==> src/quadrature_encoder_position_velocity_top_macros.svh <==
// Assertion macros shared by the encoder block's RTL files.
// Expects clk and rst (synchronous, active high) in the including scope.
`ifndef QUADRATURE_ENCODER_POSITION_VELOCITY_TOP_MACROS_SVH
`define QUADRATURE_ENCODER_POSITION_VELOCITY_TOP_MACROS_SVH

// same-cycle implication
`define QEPV_ASSERT_NOW(label, pre, post) \
  label: assert property (@(posedge clk) disable iff (rst) (pre) |-> (post)) \
    else $error("qepv same-cycle check failed");

// next-cycle implication
`define QEPV_ASSERT_NEXT(label, pre, post) \
  label: assert property (@(posedge clk) disable iff (rst) (pre) |=> (post)) \
    else $error("qepv next-cycle check failed");

`endif

==> src/qepv_pkg.sv <==
// Shared types, register indexes, step table and saturation helper for
// the quadrature encoder block. No dependencies.
`default_nettype none

package qepv_pkg;

  localparam int unsigned CFG_IDX_W = 3;

  localparam logic [CFG_IDX_W-1:0] REG_VELOCITY_WINDOW_MS = 3'd0;
  localparam logic [CFG_IDX_W-1:0] REG_VELOCITY_SCALE     = 3'd1;
  localparam logic [CFG_IDX_W-1:0] REG_DEG_FACTOR         = 3'd2;
  localparam logic [CFG_IDX_W-1:0] REG_GOAL_POSITION      = 3'd3;
  localparam logic [CFG_IDX_W-1:0] REG_ARRIVAL_THRESHOLD  = 3'd4;

  localparam logic [15:0] WINDOW_RESET  = 16'd10;
  localparam logic [31:0] DEGREES_RESET = 32'h0001_0000;

  // step codes
  localparam logic [1:0] STEP_HOLD    = 2'd0;
  localparam logic [1:0] STEP_UP      = 2'd1;
  localparam logic [1:0] STEP_DOWN    = 2'd2;
  localparam logic [1:0] STEP_ILLEGAL = 2'd3;

  // indexed by {new_ab, previous_ab}
  localparam logic [1:0] STEP_TABLE [0:15] = '{
    STEP_HOLD,    STEP_DOWN,    STEP_UP,      STEP_ILLEGAL,
    STEP_UP,      STEP_HOLD,    STEP_ILLEGAL, STEP_DOWN,
    STEP_DOWN,    STEP_ILLEGAL, STEP_HOLD,    STEP_UP,
    STEP_ILLEGAL, STEP_UP,      STEP_DOWN,    STEP_HOLD
  };

  typedef struct packed {
    logic [31:0] count;
    logic [15:0] error;
    logic        illegal;
    logic        fire;
    logic [31:0] delta;
  } track_t;

  // magnitude q with sign neg, saturated to signed 32 bits
  function automatic logic [31:0] sat_signed32(input logic neg, input logic [63:0] q);
    logic [31:0] res;
    if (neg) begin
      if (q > 64'h0000_0000_8000_0000) res = 32'h8000_0000;
      else res = 32'd0 - q[31:0];
    end else begin
      if (q > 64'h0000_0000_7FFF_FFFF) res = 32'h7FFF_FFFF;
      else res = q[31:0];
    end
    return res;
  endfunction

endpackage

`default_nettype wire

==> src/qepv_track.sv <==
// Encoder state: step decode, position/error counts, window timer, snapshot.
// Depends on qepv_pkg and the assertion macro header.
`default_nettype none
`include "quadrature_encoder_position_velocity_top_macros.svh"

module qepv_track (
  input  wire logic           clk,
  input  wire logic           rst,
  input  wire logic           accept,
  input  wire logic           func,
  input  wire logic           pin_a,
  input  wire logic           pin_b,
  input  wire logic [15:0]    window,
  output qepv_pkg::track_t    upd
);
  import qepv_pkg::*;

  logic [1:0]  previous_ab;
  logic [31:0] count_reg;
  logic [15:0] error_reg;
  logic [15:0] elapsed_ms;
  logic [31:0] count_snapshot;

  logic [1:0]  ab;
  logic [1:0]  code;
  logic [16:0] elapsed_inc;
  logic        is_sample;

  assign ab          = {pin_a, pin_b};
  assign code        = STEP_TABLE[{ab, previous_ab}];
  assign is_sample   = !func;
  assign elapsed_inc = {1'b0, elapsed_ms} + 17'd1;

  always_comb begin
    upd.count   = count_reg;
    upd.illegal = is_sample && (code == STEP_ILLEGAL);
    upd.fire    = func && (elapsed_inc > {1'b0, window});
    upd.delta   = count_reg - count_snapshot;
    upd.error   = error_reg + {15'd0, upd.illegal};
    if (is_sample) begin
      unique case (code)
        STEP_UP:   upd.count = count_reg + 32'd1;
        STEP_DOWN: upd.count = count_reg - 32'd1;
        default:   upd.count = count_reg;
      endcase
    end
  end

  always_ff @(posedge clk) begin
    if (rst) begin
      previous_ab    <= 2'd0;
      count_reg      <= 32'd0;
      error_reg      <= 16'd0;
      elapsed_ms     <= 16'd0;
      count_snapshot <= 32'd0;
    end else if (accept) begin
      count_reg <= upd.count;
      error_reg <= upd.error;
      if (is_sample) begin
        previous_ab <= ab;
      end else if (upd.fire) begin
        elapsed_ms     <= 16'd0;
        count_snapshot <= count_reg;
      end else begin
        elapsed_ms <= elapsed_inc[15:0];
      end
    end
  end

  // illegal jump never moves the count
  `QEPV_ASSERT_NEXT(a_illegal_holds_count, accept && upd.illegal,
                    count_reg == $past(count_reg))
  // error count moves by exactly the illegal flag
  `QEPV_ASSERT_NEXT(a_error_step, accept,
                    error_reg == $past(error_reg) + 16'($past(upd.illegal)))
  // window firing restarts the timer and takes the snapshot
  `QEPV_ASSERT_NEXT(a_fire_restart, accept && upd.fire,
                    elapsed_ms == 16'd0 && count_snapshot == $past(count_reg))

endmodule

`default_nettype wire

==> config.mk <==
export PLATFORM = sky130hd
export DESIGN_NAME = qepv_track
export DESIGN_NICKNAME = d
export VERILOG_FILES = /design/src/qepv_pkg.sv /design/src/qepv_track.sv
export VERILOG_INCLUDE_DIRS = /design/src /design/src/src
export SDC_FILE = /design/constraint.sdc
export NUM_CORES = 1
export LEC_CHECK = 0
export BUFFER_PORTS_ARGS = -buffer_cell sky130_fd_sc_hd__buf_2
export CAP_MARGIN = 10
export CORE_ASPECT_RATIO = 0.5
export CORE_UTILIZATION = 31
export CTS_BUF_LIST = sky130_fd_sc_hd__clkbuf_8 sky130_fd_sc_hd__clkbuf_16
export CTS_CLUSTER_DIAMETER = 200
export DETAILED_ROUTE_END_ITERATION = 12
export PLACE_DENSITY = 0.45
export SLEW_MARGIN = 20
export SYNTH_ARGS = -nofsm -noshare
export SYNTH_HDL_FRONTEND = slang
export SYNTH_SLANG_ARGS = --single-unit
==> constraint.sdc <==
create_clock -name clk -period 6.2 [get_ports clk]
set_input_delay 0.31 -clock clk [delete_from_list [all_inputs] [get_ports clk]]
set_output_delay 0.31 -clock clk [all_outputs]
set_load 0.01 [all_outputs]
==> results.ini, run 1 <==
[global_routing]
grt_pass1_vias = 8160
track_usage_pct = 18.0
grt_pass1_wl_mm = 44.2
grt_max_degree = 75
antenna_found_initial = 0
overflow = 0

[finish]
finish.utilization_pct = 35.1
nNetsFinal = 1349
syn_to_final_growth_pct = 10.4
final_cell_count_no_fill = 1670
drive_above_1_share_pct = 13.1
n_antenna_cell = 0

[floorplanning]
coreArea_sq_mm = 0.0293
die_width_um = 247
rows = 44
ios = 104
start_util_pct = 31.8
dieArea_sq_mm = 0.0308
die_h_um = 125

[yosys]
ys_ff_latch = 98
syn-num-nets = 1315
netlist_instances = 1240
ys_warn_count = 0
ys_seq_area_share_pct = 21.1
yosysUniqueCellTypes = 100
synth_edf_count = 0
async_reset_ff_share_pct = 0
avgSynthCellArea_sq_um = 7.51
synth.cell_area_sq_mm = 0.00932
synthFlopType = dfxtp_1

[hold_path]
holdCritPathClass = input pin to flop

[place]
placed_cells = 1654
routabilityCongestion = 0.839
portBuffers = 103
hpwl_mm = 19.8

[outcome]
violations = design-rule violations
status = complete, but fails checks

[route]
firstDrtPassIters = 9
antenna_left = 0
drt_iter0_markers = 680
post_drt_wl_per_cell_um = 16.5
vias = 8868
wl_mm = 27.5
viasPerCell = 5.31
drc = 6

[pwr]
leakage_uw = 0.00458
power.total_uw = 2040
ir_drop_v = 0.000135
p_per_area_mw_per_mm2 = 199

[timing]
clock_skew_ns = 0.0112
tns_ns = 0
rsz0062_at_grt = false
period_share_pct = 76.8
period_needed_ns = 4.76
fmax_mhz = 210
slew_headroom_pct = 32.1
setup_viol_count_final = 0
hold-worst-slack_ns = 0.349
report.final.hold_viol_count = 0
worst_pin_slew_ns = 1.02
slew_violations = 0

[cts]
cts_tree = yes
htreeDepth = 3
clkLatencyLatePin_ns = 0.38
clk_pin_slew_ns = 0.07
cts.path.max_buffers = 2
cts-root-buf = clkbuf_16
ctsHoldBuffers = 0
post_cts_resized = 0
cts_made_buffers = 9
cts.sinks = 98
cts_setup_buffers = 0

[flow_run]
cap_violations = 0

[critical_path]
cp_data_arrival_time_ns = 4.45
cp-start-kind = flop
path_max_fanout = 28
path_class = flop to primary output
crit_required_ns = 5.89
crit_path_end_kind = primary output

## worst max-delay path: stages, from the launching register on
cell and delay (ns):
dfxtp_1 0.65, mux2i_1 0.24, nor2_1 0.06, a31oi_1 0.21, ha_1 0.21, buf_4 0.33, a21oi_1 0.24, a211oi_1 0.39
o32a_1 0.33, nand4bb_4 0.19, a31oi_4 0.15, o41a_1 0.45, a21oi_1 0.21, xor2_1 0.23, buf_2 0.17
## per-stage QoR
step	area [sq um]	setup WS, ns
after floorplan	9320	2.17
after global placement	10000	1.86
after detailed placement	10000	1.70
after CTS	10300	1.36
after global routing	10300	1.08
final	10300	1.44
## layout by cell type (no fill, tap or decap), types with 16 or more instances in the layout
cell and n:
a21oi_1 74, mux2i_1 42, o21ai_0 49, nor2b_1 18, ha_1 52, nand3_1 52, nor2_1 132, a211oi_1 16
inv_1 70, dfxtp_1 98, nand4_1 16, xnor2_1 64, and3_1 28, buf_2 102, xor2_1 59, nor3_1 28
nand2_1 111, a31oi_1 19
## synthesized netlist by cell type (9+ instances only)
master,n,area [sq um]
inv_1,68,255
a31oi_1,19,119
nand3_1,52,260
mux2i_1,42,420
dfxtp_1,98,1960
a211oi_1,16,120
nand2b_1,9,56.3
nand3b_1,11,82.6
ha_1,52,651
or3_1,10,62.6
and3_1,28,175
nand4_1,16,100
clkbuf_1,52,195
buf_2,18,90.1
nor2_1,133,499
a21oi_1,74,370
o21ai_0,49,245
nor2b_1,18,113
xnor2_1,64,561
nor3_1,28,140
xor2_1,59,517
nand2_1,111,417
nor4_1,12,75.1
o211ai_1,10,75.1
a21o_1,13,97.6
## power breakdown
part / internal (uW) / total, uW / switching, uW
Combinational: 313 / 787 / 474
Clock: 308 / 574 / 266
Sequential: 641 / 682 / 41.3
Total: 1260 / 2040 / 781
## routing by layer
layer	part of all wire [%]	vias to the layer above	global-route usage, %
met5	0	-	0
met4	1.0	0	3.99
met2	44	160	26.8
li1	-	4471	-
met1	51	4217	26.5
met3	4.2	20	3.45
## kinds of logic (layout without fill, tap and decap cells)
group	after synthesis	after routing	share of synthesized area, %
and+or+nand+nor	474	474	25.4
AOI/OAI and AO/OA	281	281	20.9
buffers and inverters	156	195	7.11
xor gates and xnor gates	127	127	12.7
DFF	98	98	21.1
adders and majority gates	53	53	7.20
muxes	51	51	5.60
## final timing paths
| path | startpoint | endpoint | slack [ns] | depth (start not counted) |
|---|---|---|---|---|
| hold reg to reg | elapsed_ms[8]$_SDFFE_PP0P_ | elapsed_ms[8]$_SDFFE_PP0P_ | 0.48 | 2 |
| setup / recovery | previous_ab[0]$_SDFFE_PP0P_ | upd[78] | 1.44 | 14 |
| hold / removal | rst | count_snapshot[28]$_SDFFE_PP0P_ | 0.35 | 2 |
| setup reg to reg | elapsed_ms[0]$_SDFFE_PP0P_ | count_snapshot[0]$_SDFFE_PP0P_ | 1.70 | 16 |
## cell type report
cell class,instances,area (sq um)
multi-input cells,986,6710
clock buffers,9,225
repair buffers,111,578
flip-flops and latches,98,1960
inverters,68,255
fillers,3170,19000
well taps,391,489
clock inverters,7,62.6
No activity file was read; power rests on OpenSTA's default activity.
==> run 2: changes to the inputs <==
- ABC_AREA: unset -> 1
- PLACE_DENSITY: 0.45 -> 0.46
- clock period: 6.2 -> 3.95 ns (I/O delays scaled with it)
==> results.ini, run 2 <==
[outcome]
status = finished, final reports clean

[floorplanning]
start_util_pct = 32.0
die_width_um = 248
rows = 44
die_h_um = 125
dieArea_sq_mm = 0.0311
ios = 104
coreArea_sq_mm = 0.0295

[cts]
htreeDepth = 3
cts.sinks = 98
clk_pin_slew_ns = 0.08
cts_made_buffers = 9
cts-root-buf = clkbuf_16
cts.path.max_buffers = 2
cts_tree = yes
clkLatencyLatePin_ns = 0.38

[global_routing]
track_usage_pct = 20.2
grt_pass1_wl_mm = 49.7
grt_pass1_vias = 9239
antenna_found_initial = 0
grt_max_degree = 47
overflow = 0

[timing]
report.final.hold_viol_count = 0
slew_violations = 0
tns_ns = 0
slew_headroom_pct = 47.4
fmax_mhz = 273
period_share_pct = 92.6
period_needed_ns = 3.66
setup_viol_count_final = 0
clock_skew_ns = 0.00791
hold-worst-slack_ns = 0.143
fin_ws_ns = 0.293
worst_pin_slew_ns = 0.788
rsz0062_at_grt = false

[yosys]
ys_ff_latch = 98
ys_seq_area_share_pct = 20.8
avgSynthCellArea_sq_um = 5.94
synth.cell_area_sq_mm = 0.00942
muxShareOfSynthArea_pct = 0
synth_edf_count = 0
yosysUniqueCellTypes = 48
synth_xor_area_share_pct = 6.42
synth_top_family_by_area = simple AND/OR/NAND/NOR gates
synth.top_cells.by_count = nand2_1, inv_1, a21oi_1
synth_fa_ha_area_share_pct = 7.12
synthFlopType = dfxtp_1
async_reset_ff_share_pct = 0
ys_warn_count = 0
synth_top_area_share_pct = 20.8
netlist_instances = 1586
yosys.cell_count.top_type = nand2_1
synth_area_leaders = dfxtp_1, nand2_1, inv_1
syn-num-nets = 1661
synthSimpleGateAreaFrac_pct = 35.2
synth_area_leader_cell = dfxtp_1
synth_compound_area_share_pct = 15.2

[place]
routabilityCongestion = 0.883
hpwl_mm = 24.4
portBuffers = 103
place_ws_ns = 0.201
placed_area_sq_mm = 0.0103

[finish]
drive_above_1_share_pct = 14.2
fillerInstances = 3309
nNetsFinal = 1745
layout_commonest_cell = nand2_1
n_antenna_cell = 0
layout_common_cells = nand2_1, inv_1, a21oi_1, nand3_1, buf_2
syn_to_final_growth_pct = 13.2
final_cell_area_sq_mm = 0.0107

[route]
drc = 0
viasPerCell = 4.85
post_drt_wl_per_cell_um = 15.1
firstDrtPassIters = 8
drt_iter0_markers = 782
vias = 10000
wl_mm = 31.3
antenna_left = 0

[hold_path]
holdCritPathClass = input pin to flop

[critical_path]
max_stage_delay_ns = 0.51
cp_data_arrival_time_ns = 3.46
crit_path_end_kind = primary output
crit_required_ns = 3.75
path_max_fanout = 6
crit_slowest_cell = fa_1
cp-start-kind = flop
cp_cell_sequence = inv_1, fa_1, o21ai_1, a21oi_1, o21ai_1, a21oi_1, o21ai_1, a21oi_1, nor2_1, nand2_1, nand2_1, xor2_1, buf_2
path_class = flop to primary output

[flow_run]
cap_violations = 0

[pwr]
ir_drop_v = 0.000209
power.total_uw = 3460
leakage_uw = 0.00549
p_per_area_mw_per_mm2 = 325

[run 2: routing by layer]
metal / global-route usage (%) / up-vias / part of all wire, %
li1: - / 5181 / -
met1: 30.5 / 4603 / 54
met2: 29.1 / 213 / 40
met3: 3.08 / 26 / 4.6
met4: 5.63 / 0 / 1.7
met5: 0 / - / 0
[run 2: layout make-up]
class                   count  area, sq um  share of cell area, %
clock inverters             7         83.8                  0.786
clock buffers               9          225                   2.11
flip-flops and latches     98         1960                   18.4
well taps                 391          489                   4.59
inverters                 301         1130                   10.6
repair buffers            125          701                   6.57
multi-input cells        1135         6060                   56.9
[run 2: per-stage QoR]
step	std cells	utilization [%]
3_3_place_gp	2048	34.9
6_report	2066	36.2
4_1_cts	2064	35.9
3_5_place_dp	2048	34.9
2_1_floorplan	1586	-
5_1_grt	2066	36.2
[run 2: report_power, final]
part	total [uW]	internal, uW	switching [uW]
Combinational	1400	475	925
Clock	968	504	464
Sequential	1100	1030	65.4
[run 2: worst paths after layout]
kind,start,slack (ns),cells past startpoint,end
min reg2reg,count_snapshot[8]$_SDFFE_PP0P_,0.46,2,count_snapshot[8]$_SDFFE_PP0P_
max reg2reg,elapsed_ms[0]$_SDFFE_PP0P_,0.45,21,count_snapshot[29]$_SDFFE_PP0P_
max,count_reg[1]$_SDFFE_PP0P_,0.29,13,upd[24]
min,pin_b,0.14,3,previous_ab[0]$_SDFFE_PP0P_
[run 2: cell families (layout without fill, tap and decap cells)]
group | after synthesis | count (layout)
buffers and inverters | 353 | 442
xor gates and xnor gates | 69 | 69
and+or+nand+nor | 744 | 744
adders and majority gates | 53 | 53
AOI/OAI and AO/OA | 269 | 269
DFF | 98 | 98
[run 2: what timing repair did]
item                                    4_1_cts  5_1_grt
hold buffers                                  0        0
hold endpoints to repair                      0        0
buffers inserted                              0        2
endpoints found under the setup margin        0       56
gates resized for setup                       0       14
[run 2: critical path, delay by kind of cell, from the launching register on]
family | cells | cell delay [ns]
AND/OR/NAND/NOR | 3 | 0.33
flip-flops | 1 | 0.49
adder cells (fa/ha/maj) | 1 | 0.51
XOR/XNOR | 1 | 0.18
AO/OA/AOI/OAI | 6 | 1.20
buffers and inverters | 2 | 0.36
==> run 3: changes to the inputs <==
- CTS_CLUSTER_DIAMETER: 200 -> 100
- PLACE_DENSITY: 0.46 -> 0.58
==> results.ini, run 3 (synthesized netlist as in run 2, its figures left out) <==
[timing]
fmax_mhz = 276
rsz0062_at_grt = true
slew_headroom_pct = 44.6
period_needed_ns = 3.62
report.final.hold_viol_count = 0
worst_pin_slew_ns = 0.830
slew_violations = 0
setup_viol_count_final = 0
period_share_pct = 91.7
clock_skew_ns = 0.0103

[floorplanning]
ios = 104
die_h_um = 125
rows = 44
dieArea_sq_mm = 0.0311
die_width_um = 248
start_util_pct = 32.0
coreArea_sq_mm = 0.0295

[global_routing]
overflow = 0
track_usage_pct = 18.0
grt_use_met1_pct = 26.3
antenna_found_initial = 0
grt.busiest_layer = met2
grtUsageMet2_pct = 27.6
grt_pass1_vias = 8773
grt_max_degree = 56
globalRouteMet3Util_pct = 2.77
grt_pass1_wl_mm = 45.4

[pwr]
leakage_uw = 0.00549
ir_drop_v = 0.000232
power.total_uw = 3430
p_per_area_mw_per_mm2 = 322

[finish]
drive_above_1_share_pct = 14.1
nNetsFinal = 1747
finish.utilization_pct = 36.2
n_antenna_cell = 0
regArea_sq_mm = 0.00196
multi_input_area_sq_mm = 0.00606
layout_common_cells = nand2_1, inv_1, a21oi_1, nand3_1, buf_2
syn_to_final_growth_pct = 13.1
layout_commonest_cell = nand2_1
fillerInstances = 3276
final_cell_area_sq_mm = 0.0107
final_cell_count_no_fill = 2068

[critical_path]
crit_slowest_cell = dfxtp_1
crit_top_cell = nand2_1
path_class = flop to primary output
startpoint = previous_ab[1]$_SDFFE_PP0P_
path_max_fanout = 55
crit_path_end_kind = primary output
crit_required_ns = 3.75
reg2reg_depth = 21
cp_data_arrival_time_ns = 3.42
rrSetupSlack_ns = 0.52
cp_cell_sequence = inv_1, nand2_1, nand3_1, nand2_4, buf_6, nand2_8, nand2_2, nand2_1, inv_1, ha_1, a21oi_1, nor2_1, nand2_1, nand2_1, nand3_1, nand2_1, nand2_1, nand3b_1, nand3_1, nand2_1, buf_2
cp-start-kind = flop
r2r_start = elapsed_ms[0]$_SDFFE_PP0P_
reg2reg_to = count_snapshot[27]$_SDFFE_PP0P_
max_stage_delay_ns = 0.36

[hold_path]
holdCritPathClass = input pin to flop
worstHoldStart = pin_b
whs_endpoint = previous_ab[0]$_SDFFE_PP0P_
hold_depth = 3

[place]
hpwl_mm = 21.8
placed_area_sq_mm = 0.0103
placed_cells = 2051
routabilityCongestion = 0.896
portBuffers = 103

[cts]
ctsHoldBuffers = 0
cts_made_buffers = 9
cts.sinks = 98
cts_tree = yes
clkLatencyLatePin_ns = 0.38
cts-root-buf = clkbuf_16
clk_pin_slew_ns = 0.08
cts.path.max_buffers = 2
htreeDepth = 3

[route]
drc = 0
wl_mm = 27.8
vias = 9757
firstDrtPassIters = 4
drt_iter0_markers = 645
antenna_left = 0
viasPerCell = 4.72
post_drt_wl_per_cell_um = 13.4

[outcome]
status = finished, final reports clean

[flow_run]
cap_violations = 0

-- run 3: changes by cell type in the layout (fill, tap and decap cells not counted), sizes merged --
cell / change
clkinv: -2
buf: +2
inv: +1
clkinvlp: +1
-- run 3: per-stage QoR --
stage,hold WS (ns),setup WS [ns],TNS (ns)
5_1_grt,0.119,-0.00348,-0.00348
3_5_place_dp,0.452,0.388,0
4_1_cts,0.105,0.226,0
2_1_floorplan,0.358,1.00,0
3_3_place_gp,0.451,0.496,0
6_report,0.130,0.329,0
-- run 3: what timing repair did --
| action | 4_1_cts | 5_1_grt |
|---|---|---|
| resized for setup | 0 | 8 |
| setup buffers | 0 | 1 |
| setup endpoints to repair | 0 | 40 |
-- run 3: power breakdown --
group          switching [uW]  internal, uW
logic                     900           474
registers                53.5          1030
clock network             470           505
-- run 3: final cells by class --
cell class,count,share of cell area (%)
tap,391,4.59
timing repair buffer,127,6.60
clock inverter,7,0.775
inverter,301,10.6
sequential,98,18.4
multi-input combinational,1135,56.9
clock buffer,9,2.11
-- run 3: how the worst max path moves through the flow --
stage | slack, ns | to | cells past startpoint
6_report | 0.33 | upd[70] | 21
5_1_grt | -0.003 | upd[49] | 18
4_1_cts | 0.23 | upd[49] | 17
3_5_place_dp | 0.39 | count_snapshot[27]$_SDFFE_PP0P_ | 20
3_3_place_gp | 0.50 | count_snapshot[31]$_SDFFE_PP0P_ | 20
2_1_floorplan | 1.00 | count_snapshot[10]$_SDFFE_PP0P_ | 20
-- run 3: routing by layer --
| layer | share of wire (%) | up-vias |
|---|---|---|
| li1 | - | 5198 |
| met1 | 53 | 4370 |
| met2 | 42 | 174 |
| met3 | 3.9 | 15 |
| met4 | 1.0 | 0 |
| met5 | 0 | - |
-- run 3: critical path: cells and delay by family (launching register included) --
family | cells | cell delay (ns)
AO/OA/AOI/OAI | 1 | 0.07
flip-flops | 1 | 0.36
AND/OR/NAND/NOR | 15 | 1.93
buffers and inverters | 4 | 0.50
adder cells (fa/ha/maj) | 1 | 0.14
